### src/lkvc_pkg.sv
package lkvc_pkg;

  // Fixed field widths of the request and response beats
  localparam int unsigned KEY_W    = 32;
  localparam int unsigned DATA_W   = 32;
  localparam int unsigned COUNT_W  = 5;
  localparam int unsigned CAP_W    = 5;

  // Configuration port
  localparam int unsigned APB_AW   = 3;
  localparam int unsigned APB_DW   = 32;
  localparam logic        REG_CAPACITY_LIMIT = 1'b0;   // word index, paddr[2]
  localparam logic [CAP_W-1:0] CAP_RESET = 5'd16;

  typedef enum logic [1:0] {
    OP_GET   = 2'd0,
    OP_PUT   = 2'd1,
    OP_CLEAR = 2'd2,
    OP_NOP   = 2'd3
  } opcode_e;

  typedef struct packed {
    opcode_e                    opcode;
    logic signed [KEY_W-1:0]    lookup_key;
    logic        [DATA_W-1:0]   write_value;
  } req_t;

  typedef struct packed {
    logic                       hit;
    logic        [DATA_W-1:0]   read_value;
    logic                       evicted;
    logic signed [KEY_W-1:0]    evicted_key;
    logic        [COUNT_W-1:0]  entry_count;
  } rsp_t;

endpackage

### src/lkvc_ram.sv
module lkvc_ram #(
  parameter int unsigned WIDTH = 64,
  parameter int unsigned DEPTH = 16
) (
  input  logic                                          clk_i,
  input  logic                                          we_i,
  input  logic [((DEPTH > 1) ? $clog2(DEPTH) : 1)-1:0]  waddr_i,
  input  logic [WIDTH-1:0]                              wdata_i,
  input  logic                                          re_i,
  input  logic [((DEPTH > 1) ? $clog2(DEPTH) : 1)-1:0]  raddr_i,
  output logic [WIDTH-1:0]                              rdata_o
);

  logic [WIDTH-1:0] mem_q [DEPTH];

  // Write port
  always_ff @(posedge clk_i) begin
    if (we_i) begin
      mem_q[waddr_i] <= wdata_i;
    end
  end

  // Registered read port
  always_ff @(posedge clk_i) begin
    if (re_i) begin
      rdata_o <= mem_q[raddr_i];
    end
  end

endmodule

### src/lru_key_value_cache_core.sv
// Channel   Direction  Handshake                   Payload
// config    in/out     psel/penable/pwrite/pready  paddr, pwdata, prdata (capacity_limit)
// request   in         in_valid_i / in_ready_o     in_data_i  (req_t)
// response  out        out_valid_o / out_ready_i   out_data_o (rsp_t)
//
// Entries sit in one RAM in recency order, most recent at address 0. A get or
// put scans from the front one entry a cycle, then shifts the entries above the
// hit (or the whole list on an insert) down one place and writes the front.
// A put miss scans and shifts the whole list, a get miss only scans it, and a
// put into an empty store writes the front directly. Clear and no-op go
// straight to the response without touching the RAM.
// Reset empties the store at once (fill count only, no clearing pass).
// One request is in flight at a time; a stalled response holds the block
// in its final state, but a new request is taken while the last beat waits.
module lru_key_value_cache_core
  import lkvc_pkg::*;
#(
  parameter int unsigned ENTRIES    = 16,
  parameter int unsigned VALUE_BITS = 32
) (
  input  logic              clk_i,
  input  logic              rst_ni,
  input  logic              psel,
  input  logic              penable,
  input  logic              pwrite,
  input  logic [APB_AW-1:0] paddr,
  input  logic [APB_DW-1:0] pwdata,
  output logic [APB_DW-1:0] prdata,
  output logic              pready,
  input  logic              in_valid_i,
  output logic              in_ready_o,
  input  req_t              in_data_i,
  output logic              out_valid_o,
  input  logic              out_ready_i,
  output rsp_t              out_data_o
);

  localparam int unsigned AW = (ENTRIES > 1) ? $clog2(ENTRIES) : 1;
  localparam int unsigned CW = $clog2(ENTRIES + 1);
  localparam int unsigned RW = KEY_W + VALUE_BITS;

  localparam logic [2:0] ST_IDLE  = 3'd0;
  localparam logic [2:0] ST_SCAN  = 3'd1;
  localparam logic [2:0] ST_SHIFT = 3'd2;
  localparam logic [2:0] ST_FRONT = 3'd3;
  localparam logic [2:0] ST_RESP  = 3'd4;

  logic [2:0]            state_q, state_d;
  logic [CAP_W-1:0]      cap_q;
  logic [CW-1:0]         cnt_q, cnt_d;
  logic                  out_valid_q, out_valid_d;
  rsp_t                  out_q, out_d;

  opcode_e               op_q, op_d;
  logic [KEY_W-1:0]      key_q, key_d;
  logic [VALUE_BITS-1:0] front_val_q, front_val_d;
  logic [AW-1:0]         idx_q, idx_d;
  logic                  res_hit_q, res_hit_d;
  logic [DATA_W-1:0]     res_val_q, res_val_d;
  logic                  res_ev_q, res_ev_d;
  logic [KEY_W-1:0]      res_evk_q, res_evk_d;

  logic [CW-1:0]         eff_cap;
  logic [CW-1:0]         trim_cnt;
  logic [CW-1:0]         idx_next_cnt;
  logic [AW-1:0]         idx_dec;
  logic [KEY_W-1:0]      rd_key;
  logic [VALUE_BITS-1:0] rd_val;
  logic                  match;
  logic                  evict;

  logic                  ram_we, ram_re;
  logic [AW-1:0]         ram_waddr, ram_raddr;
  logic [RW-1:0]         ram_wdata, ram_rdata;

  // Configuration register
  always_ff @(posedge clk_i or negedge rst_ni) begin
    if (!rst_ni) begin
      cap_q <= CAP_RESET;
    end else if (psel && penable && pwrite && (paddr[2] == REG_CAPACITY_LIMIT)) begin
      cap_q <= pwdata[CAP_W-1:0];
    end
  end

  assign pready = 1'b1;
  assign prdata = (paddr[2] == REG_CAPACITY_LIMIT) ? APB_DW'(cap_q) : '0;

  // Clamp capacity to 1..ENTRIES and trim the held count to it
  always_comb begin
    if (32'(cap_q) > ENTRIES) begin
      eff_cap = CW'(ENTRIES);
    end else if (cap_q == '0) begin
      eff_cap = CW'(1);
    end else begin
      eff_cap = CW'(cap_q);
    end
    trim_cnt = (cnt_q > eff_cap) ? eff_cap : cnt_q;
  end

  assign rd_key       = ram_rdata[RW-1:VALUE_BITS];
  assign rd_val       = ram_rdata[VALUE_BITS-1:0];
  assign match        = (rd_key == key_q);
  assign idx_next_cnt = CW'(idx_q) + CW'(1);
  assign idx_dec      = idx_q - AW'(1);
  assign evict        = (cnt_q >= eff_cap);

  // Sequencer: scan, shift down, write front, respond
  always_comb begin
    state_d     = state_q;
    cnt_d       = cnt_q;
    out_valid_d = out_valid_q;
    out_d       = out_q;
    op_d        = op_q;
    key_d       = key_q;
    front_val_d = front_val_q;
    idx_d       = idx_q;
    res_hit_d   = res_hit_q;
    res_val_d   = res_val_q;
    res_ev_d    = res_ev_q;
    res_evk_d   = res_evk_q;
    ram_we      = 1'b0;
    ram_waddr   = idx_q;
    ram_wdata   = ram_rdata;
    ram_re      = 1'b0;
    ram_raddr   = '0;
    in_ready_o  = (state_q == ST_IDLE);

    // Drop the response beat once taken
    if (out_valid_q && out_ready_i) begin
      out_valid_d = 1'b0;
    end

    case (state_q)
      ST_IDLE: begin
        if (in_valid_i) begin
          op_d        = in_data_i.opcode;
          key_d       = in_data_i.lookup_key;
          front_val_d = VALUE_BITS'(in_data_i.write_value);
          idx_d       = '0;
          res_hit_d   = 1'b0;
          res_val_d   = '0;
          res_ev_d    = 1'b0;
          res_evk_d   = '0;
          cnt_d       = trim_cnt;
          case (in_data_i.opcode)
            OP_CLEAR: begin
              cnt_d   = '0;
              state_d = ST_RESP;
            end
            OP_GET: begin
              if (trim_cnt == '0) begin
                state_d = ST_RESP;
              end else begin
                ram_re  = 1'b1;
                state_d = ST_SCAN;
              end
            end
            OP_PUT: begin
              if (trim_cnt == '0) begin
                cnt_d   = CW'(1);
                state_d = ST_FRONT;
              end else begin
                ram_re  = 1'b1;
                state_d = ST_SCAN;
              end
            end
            default: begin
              state_d = ST_RESP;
            end
          endcase
        end
      end

      ST_SCAN: begin
        if (match) begin
          res_hit_d = 1'b1;
          if (op_q == OP_GET) begin
            res_val_d   = DATA_W'(rd_val);
            front_val_d = rd_val;
          end
          idx_d = idx_q;
          if (idx_q == '0) begin
            state_d = ST_FRONT;
          end else begin
            ram_re    = 1'b1;
            ram_raddr = idx_dec;
            state_d   = ST_SHIFT;
          end
        end else if (idx_next_cnt == cnt_q) begin
          if (op_q == OP_PUT) begin
            // Insert: evict the tail when full, then shift the list down
            if (evict) begin
              res_ev_d  = 1'b1;
              res_evk_d = rd_key;
              idx_d     = idx_q;
            end else begin
              cnt_d = cnt_q + CW'(1);
              idx_d = AW'(idx_next_cnt);
            end
            if (evict && (idx_q == '0)) begin
              state_d = ST_FRONT;
            end else begin
              ram_re    = 1'b1;
              ram_raddr = evict ? idx_dec : idx_q;
              state_d   = ST_SHIFT;
            end
          end else begin
            state_d = ST_RESP;
          end
        end else begin
          // Advance to the next entry
          ram_re    = 1'b1;
          ram_raddr = AW'(idx_next_cnt);
          idx_d     = AW'(idx_next_cnt);
        end
      end

      ST_SHIFT: begin
        ram_we    = 1'b1;
        ram_waddr = idx_q;
        ram_wdata = ram_rdata;
        if (idx_q == AW'(1)) begin
          state_d = ST_FRONT;
        end else begin
          ram_re    = 1'b1;
          ram_raddr = idx_dec - AW'(1);
          idx_d     = idx_dec;
        end
      end

      ST_FRONT: begin
        ram_we    = 1'b1;
        ram_waddr = '0;
        ram_wdata = {key_q, front_val_q};
        state_d   = ST_RESP;
      end

      ST_RESP: begin
        // Hold until the response register is free
        if (!out_valid_q || out_ready_i) begin
          out_valid_d       = 1'b1;
          out_d.hit         = res_hit_q;
          out_d.read_value  = res_val_q;
          out_d.evicted     = res_ev_q;
          out_d.evicted_key = res_evk_q;
          out_d.entry_count = COUNT_W'(cnt_q);
          state_d           = ST_IDLE;
        end
      end

      default: begin
        state_d = ST_IDLE;
      end
    endcase
  end

  // Control state
  always_ff @(posedge clk_i or negedge rst_ni) begin
    if (!rst_ni) begin
      state_q     <= ST_IDLE;
      cnt_q       <= '0;
      out_valid_q <= 1'b0;
    end else begin
      state_q     <= state_d;
      cnt_q       <= cnt_d;
      out_valid_q <= out_valid_d;
    end
  end

  // Payload registers
  always_ff @(posedge clk_i) begin
    out_q       <= out_d;
    op_q        <= op_d;
    key_q       <= key_d;
    front_val_q <= front_val_d;
    idx_q       <= idx_d;
    res_hit_q   <= res_hit_d;
    res_val_q   <= res_val_d;
    res_ev_q    <= res_ev_d;
    res_evk_q   <= res_evk_d;
  end

  assign out_valid_o = out_valid_q;
  assign out_data_o  = out_q;

  lkvc_ram #(
    .WIDTH (RW),
    .DEPTH (ENTRIES)
  ) u_entry_ram (
    .clk_i   (clk_i),
    .we_i    (ram_we),
    .waddr_i (ram_waddr),
    .wdata_i (ram_wdata),
    .re_i    (ram_re),
    .raddr_i (ram_raddr),
    .rdata_o (ram_rdata)
  );

endmodule

### config.mk
export PLATFORM = sky130hd
export DESIGN_NAME = lru_key_value_cache_core
export DESIGN_NICKNAME = d
export VERILOG_FILES = /design/src/lkvc_pkg.sv /design/src/lkvc_ram.sv /design/src/lru_key_value_cache_core.sv
export SDC_FILE = /design/constraint.sdc
export NUM_CORES = 2
export LEC_CHECK = 0
export ABC_CLOCK_PERIOD_IN_PS = 13400
export BUFFER_PORTS_ARGS = -buffer_cell sky130_fd_sc_hd__buf_4
export CORE_MARGIN = 2
export CORE_UTILIZATION = 61
export DETAILED_ROUTE_END_ITERATION = 10
export GPL_ROUTABILITY_DRIVEN = 0
export PLACE_DENSITY = 0.79
export SLEW_MARGIN = 20
export SYNTH_ARGS = -nofsm -noshare
export SYNTH_HDL_FRONTEND = slang
export SYNTH_SLANG_ARGS = --single-unit
export TNS_END_PERCENT = 30
### constraint.sdc
create_clock -name clk_i -period 13.4 [get_ports clk_i]
set_clock_uncertainty 0.05 [all_clocks]
set_input_delay 2.01 -clock clk_i [delete_from_list [all_inputs] [get_ports clk_i]]
set_output_delay 2.01 -clock clk_i [all_outputs]
set_load 0.01 [all_outputs]
* Word level (Yosys, flattened, before mapping) *
Memories as Yosys holds them, arrays and structs flattened. A register that Yosys moved wholly into a read port is not among the register bits.
Index checks and enable logic that the tools add are counted.

cells by class
  add/subtract/negate cells = 4
  order comparisons = 3
  equality and inequality tests = 24
  multiplexer cells = 76
  bitwise operators = 1
  reductions and logical operators = 25

operator list
  kind                                                  number
  two-way mux 32 bit                                    8
  one-hot mux 32 bit (2 select lines)                   3
  two-way mux 64 bit                                    1
  two-way mux 4 bit                                     14
  two-way mux 5 bit                                     10
  equality test 32 bit                                  1
  two-way mux 1 bit                                     23
  inequality test 2 bit (second input constant)         11
  two-way mux 3 bit                                     7
  one-hot mux 5 bit (2 select lines)                    2
  AND reduction 6 bit                                   3
  one-hot mux 3 bit (5 select lines)                    1
  one-hot mux 4 bit (3 select lines)                    1
  zero test 5 bit                                       2
  inequality test 3 bit (second input constant)         3
  one-hot mux 4 bit (2 select lines)                    1
  AND reduction 4 bit                                   2
  subtractor 4 x 1 -> 4 bit (second input constant)     2
  equality test 3 x 2 -> 1 bit (second input constant)  2
  one-hot mux 3 bit (2 select lines)                    1
  adder 4 x 1 -> 5 bit (second input constant)          1
  adder 5 x 1 -> 5 bit (second input constant)          1
  equality test 5 bit                                   1
  >= comparator 5 bit                                   1
  other kinds (22)                                      31

storage, ports and cells
  register bits = 221
  RAM bits = 1024
  input bits = 108
  output and inout bits = 106
  logic and storage cells = 151
  memories = 1

memories
  name               depth  bits a word  read ports  clocked after Yosys merged registers in  write ports  RTL line        source
  u_entry_ram.mem_q  16     64           1           1                                        1            lkvc_ram.sv:14  logic [WIDTH-1:0] mem_q [DEPTH];

* Longest topological paths before layout *
  depth in word-level cells = 10
  mapped depth = 15
  depth with buffers taken out = 13

* Modules after synthesis *
From an unflattened synthesis, not the netlist that was laid out.

unflattened totals
  cell total of the unflattened synthesis = 2341
  area, all modules = 50260.7 um^2

modules (own cells, without submodules)
  module                    instances  cells each  area each (um^2)  sequential area each (um^2)
  lkvc_ram                  1          1647        40222.3           32671.3
  lru_key_value_cache_core  1          694         10038.4           6567.5

* Worst setup path before layout *
Ideal clock, no wire load.

  kind = input to register
  start = input in_data_i[65] in the netlist's numbering
  end = register u_entry_ram.rdata_o[0], read port of u_entry_ram.mem_q, enable pin
  setup time = 706 ps
  arrival time = 9717 ps
  required time = 12644 ps
  setup slack = 2927 ps
  cell stages on the path = 4
  path buffers = 0
  path through = inv_1 > ha_1 > nor2_1 > o311ai_0

between the ends
  word-level cells in the longest chain between the ends = 5
  elaborated cells on any way between the ends = 6
  classes of those cells = eq/ne (1); mux (3); reduce/logical (2)

RTL lines
  element                                                                 RTL line                         source
  from (decl)                                                             lru_key_value_cache_core.sv:32   input req_t in_data_i,
  equality test 2 x 1 -> 1 bit / zero test 2 bit (equally long branches)  lru_key_value_cache_core.sv:145  case (in_data_i.opcode)
  OR reduction 2 bit (no source line) *                                   -
  two-way mux 1 bit *                                                     -
  two-way mux 1 bit *                                                     lru_key_value_cache_core.sv:135  if (in_valid_i) begin
  one-hot mux 1 bit (3 select lines) *                                    lru_key_value_cache_core.sv:133  case (state_q)
  via ram_re                                                              lru_key_value_cache_core.sv:72   logic ram_we, ram_re;
  to (decl)                                                               lkvc_ram.sv:11                   output logic [WIDTH-1:0] rdata_o

The timed path passes the listed nets; every way through them passes the cells marked *.
A chain may end at the register's enable or synchronous reset.

* Final worst setup path *
  start = register cap_q[4]
  end = register u_entry_ram.rdata_o[34], read port of u_entry_ram.mem_q (data pin)

between the ends
  word-level cells in the longest chain between the ends = 10
  elaborated cells on any way between the ends = 23
  classes of those cells = order compare (3); mux (17); reduce/logical (3)

RTL lines
  element                                                                                          RTL line                                                          source
  from (decl)                                                                                      lru_key_value_cache_core.sv:49                                    logic [CAP_W-1:0] cap_q;
  from (signal assigned)                                                                           lru_key_value_cache_core.sv:81                                    cap_q <= pwdata[CAP_W-1:0];
  branches (longest 2 deep; another with > comparator 5 bit)                                       -
  two-way mux 5 bit *                                                                              lru_key_value_cache_core.sv:90                                    if (32'(cap_q) > ENTRIES) begin
  > comparator 5 bit / >= comparator 5 bit (equally long branches)                                 lru_key_value_cache_core.sv:97, lru_key_value_cache_core.sv:105
  two-way mux 5 bit, or another cell as far along                                                  lru_key_value_cache_core.sv:97                                    trim_cnt = (cnt_q > eff_cap) ? eff_cap : cnt_q;
  zero test 5 bit, or another cell as far along                                                    lru_key_value_cache_core.sv:151, lru_key_value_cache_core.sv:159
  two-way mux 1 bit, or another cell as far along                                                  lru_key_value_cache_core.sv:151, lru_key_value_cache_core.sv:159
  two-way mux 1 bit, or another cell as far along                                                  -
  two-way mux 1 bit, or another cell as far along                                                  lru_key_value_cache_core.sv:135
  one-hot mux 1 bit (3 select lines) / one-hot mux 4 bit (2 select lines) (equally long branches)  lru_key_value_cache_core.sv:133

Every way passes the cells marked *.

==> summary.md <==
| Metric | Value |
|---|---|
| Status | finished with violations |
| Failing checks | DRC |
| Final period demand of the worst path | 6420 ps |
| Number of standard cells after synthesis | 3089 |
| Pin count of the biggest net entering global routing | 181 |
| Most repeated cell in the gate-level netlist after synthesis | sky130_fd_sc_hd__edfxtp_1 |
| H-tree depth | 4 |
| Share of the yosys chip area belonging to registers | 74.8% |
| Synth top cells by count | sky130_fd_sc_hd__edfxtp_1 (1295), sky130_fd_sc_hd__mux2_2 (328), sky130_fd_sc_hd__o21ai_0 (160) |
| Library cell used as clock root buffer | sky130_fd_sc_hd__clkbuf_16 |
| Design internal power | 9.56 mW |
| Number of setup violations in the final report | 0 |
| Worst slack after detailed placement | 6850 ps |
| Setup repair after global routing missed its margin | no |
| Warnings, synthesis | 0 |
| Final instance area | 0.0589 mm2 |
| Net switching share of the total power | 35.6% |
| TritonCTS Buffers | 130 |
| Relative slew margins | 14.1% |
| Estimated wirelength of the detail-placed design | 67.3 mm |
| Total of hold buffers inserted after clock tree synthesis | 0 |
| Via count | 30900 |
| Number of flops mapped to enable cells by yosys | 1295 |
| Post-Route M1 WL | 49.1 mm |
| Initial antenna violation count | 2 |
| Vertical extent of the die | 297 um |
| Required time worst endpoint | 13800 ps |
| Worst-case vdd ir drop | 0.384 mV |
| FF-to-FF path depth | 13 |
| Post-synth top area share | 74.1% |
| Crit Reg-Reg Startpoint | cap_q[4] |
| Vias in the first global route | 30900 |
| Synthesis-stage register bit count | 1309 |
| Critical path startpoint category | register |
| Power density of the placed cells | 252 mW/mm2 |
| Core Box Area | 0.0853 mm2 |
| Core Rows | 107 |
| Syn avg cell area | 17.0 um2 |
| Number of inserted filler cells in the final layout | 5211 |
| Pre-Repair DR Iteration Count | 11 |
| Core utilization of the finished layout | 69.1% |
| Initial DRC Count | 4446 |
| Path type of the worst min-delay path | reg -> reg |
| I/O pins | 214 |
| Post-route antenna net violation count | 0 |
| Minimum setup slack in the final design | 6980 ps |
| First-pass GRT wire length | 195 mm |
| Fin. Hold Viols | 0 |
| Count of distinct cell types in the synthesized netlist | 69 |
| Count of buffers inserted at the top-level ports | 156 |
| Initial core utilization | 61.5% |
| Total routing usage reported by global routing | 30.0% |
| Drt total wl | 135 mm |
| DIE AREA | 0.0884 mm2 |
| Reported max-cap violation count | 0 |
| CTS tree | built |
| Start point of the critical path | cap_q[4] |
| Cell area after placement | 0.0547 mm2 |
| Share of final-layout standard cells stronger than drive strength 1 | 23.0% |
| Part of the power in the clock network | 24.0% |
| Synth Cell Area | 0.0525 mm2 |
| Net switching power | 5.29 mW |
| Slew at the pin closest to its max-slew limit | 1290 ps |
| Number of pins with negative max-slew slack in the final report | 0 |
| Clk Latency, worst-skew pair | 730 ps |
| Arrival time at the worst endpoint | 6820 ps |
| Leak Pwr | 19.2 nW |
| Maximum operating frequency | 0.156 GHz |
| Layout-stage area growth over the synthesis result | 12.2% |
| Detailed route wirelength on metal3 | 16.2 mm |
| Routed wire length on met2 | 63.6 mm |
| Final period util | 47.9% |
| Number of buffers on the longest clock path | 3 |
| PostCTS Resize Cnt | 0 |
| Share of synthesized registers carrying an async set or reset | 1.07% |
| Post-route DRC violation count | 2 |
| Dominant register cell in the synthesized netlist | sky130_fd_sc_hd__edfxtp_1 |
| Top Metal Used | met4 |
| Sort of element at the end of the critical path | register |
| Post-route setup TNS | 0 ps |
| WL per Instance | 30.2 um |
| Clock transition at the registers of the reported paths | 60 ps |
| Buffers inserted during post-CTS setup optimization | 0 |
| Final net count | 3335 |
| Part of the total power dissipated in sequential elements | 41.2% |
| Cell taking the most area after synthesis | sky130_fd_sc_hd__edfxtp_1 |
| Critical path peak fanout | 180 |
| Crit Path Class | reg -> reg |
| Width of the chip | 297 um |
| Vias per cell | 6.93 |
| Worst Min Path Start | res_val_q[18] |
| Total congestion overflow | 0 |
| Area contributors post-synth | sky130_fd_sc_hd__edfxtp_1 (74%), sky130_fd_sc_hd__mux2_2 (7.0%), sky130_fd_sc_hd__mux2i_1 (2.5%), sky130_fd_sc_hd__a32oi_1 (2.2%), sky130_fd_sc_hd__o21ai_0 (1.5%) |
| Min-Delay Path Depth | 0 |
| Sink count of the clock tree | 1309 |
| Combinational share of power | 34.8% |
[through the flow]
step	hold slack, ps	cells	total power [mW]
finish	368	4461	14.8
global route	369	4458	15.3
CTS	358	4457	14.7
detailed placement	355	4226	11.2
global placement	351	4226	10.9
floorplan	350	3115	9.54
[flip-flops by register name (all words and copies together) (netlist names), 2 cells and up]
register and count:
idx_q 4, res_val_q 32, cnt_q 5, front_val_q 32
u_entry_ram.rdata_o 64, u_entry_ram.mem_q 1024, res_evk_q 32, key_q 32
op_q 2, out_data_o 71, state_q 3, cap_q 5
[path summary, 6_finish.rpt]
| kind | to | slack, ps |
|---|---|---|
| worst max register to register | u_entry_ram.rdata_o[34] | 6980 |
| worst min-delay path | out_data_o[56] | 370 |
| worst max-delay path | u_entry_ram.rdata_o[34] | 6980 |
| worst min register to register | out_data_o[56] | 370 |
| min in group asynchronous | cap_q[3] | 1090 |
| max in group asynchronous | cap_q[4] | 11970 |
[layout by cell type, fill, tap and decap left out, types with 20 or more instances in the layout]
master                      netlist  layout
sky130_fd_sc_hd__edfxtp_1      1295    1295
sky130_fd_sc_hd__mux2_2         328     328
sky130_fd_sc_hd__buf_4           29     205
sky130_fd_sc_hd__o21ai_0        160     159
sky130_fd_sc_hd__nand3_1        143     143
sky130_fd_sc_hd__clkbuf_16        0     133
sky130_fd_sc_hd__a32oi_1        131     131
sky130_fd_sc_hd__mux2i_1        131     130
sky130_fd_sc_hd__nand4_1         70      70
sky130_fd_sc_hd__a211oi_1        67      67
sky130_fd_sc_hd__and2_1          67      66
sky130_fd_sc_hd__a22oi_1         66      66
sky130_fd_sc_hd__o22a_1          64      64
sky130_fd_sc_hd__o21ai_1         49      49
sky130_fd_sc_hd__clkbuf_1       152      39
sky130_fd_sc_hd__xor2_1          36      36
sky130_fd_sc_hd__a21o_1          35      34
sky130_fd_sc_hd__conb_1           2      28
sky130_fd_sc_hd__nor2_1          41      24
sky130_fd_sc_hd__clkinv_1         1      21
sky130_fd_sc_hd__nand2_1         22      20
[power by group through the flow]
stage	combinational [mW]	clock, mW	sequential (mW)
after detailed placement	4.98	0	6.18
after CTS	5.03	3.57	6.11
after global routing	5.42	3.74	6.16
after global placement	4.74	0	6.15
final	5.16	3.56	6.12
after floorplan	3.40	0	6.14
[kinds of logic after synthesis]
group,Yosys count,synth area share (%)
flops,1309,74.8
compound gates,627,8.46
mux,459,9.54
simple gates,382,4.01
buf+inv,255,2.22
xor+xnor,43,0.718
fa+ha+maj,12,0.286
other cells,2,0.0143
[cell type report]
| type | count | area, um2 | area share (%) |
|---|---|---|---|
| Sequential cell | 1309 | 39200 | 66.6 |
| Timing Repair Buffer | 209 | 1600 | 2.71 |
| Antenna cell | 3 | 7.51 | 0.0127 |
| Inverter | 14 | 52.6 | 0.0892 |
| Multi-Input combinational cell | 1551 | 12400 | 21.1 |
| Tap cell | 1144 | 1430 | 2.43 |
| Clock inverter | 59 | 659 | 1.12 |
| Clock buffer | 172 | 3470 | 5.90 |
[layer usage]
metal | global-route usage [%] | up-vias
li1 | - | 12700
met1 | 40.2 | 15500
met2 | 47.6 | 2359
met3 | 6.70 | 415
met4 | 13.4 | 0
met5 | 0 | -
[critical path, stage by stage, from the launching register on]
cell and delay (ps):
sky130_fd_sc_hd__dfstp_2 580, sky130_fd_sc_hd__clkinv_1 220, sky130_fd_sc_hd__ha_1 380, sky130_fd_sc_hd__nand3_1 180, sky130_fd_sc_hd__o21ai_1 680, sky130_fd_sc_hd__a22oi_1 340, sky130_fd_sc_hd__o221a_4 310, sky130_fd_sc_hd__buf_4 400
sky130_fd_sc_hd__nor2_4 210, sky130_fd_sc_hd__buf_4 800, sky130_fd_sc_hd__buf_12 760, sky130_fd_sc_hd__mux2_2 420, sky130_fd_sc_hd__a32oi_1 310, sky130_fd_sc_hd__nand4_1 140
(Power assumes the default switching activity.)
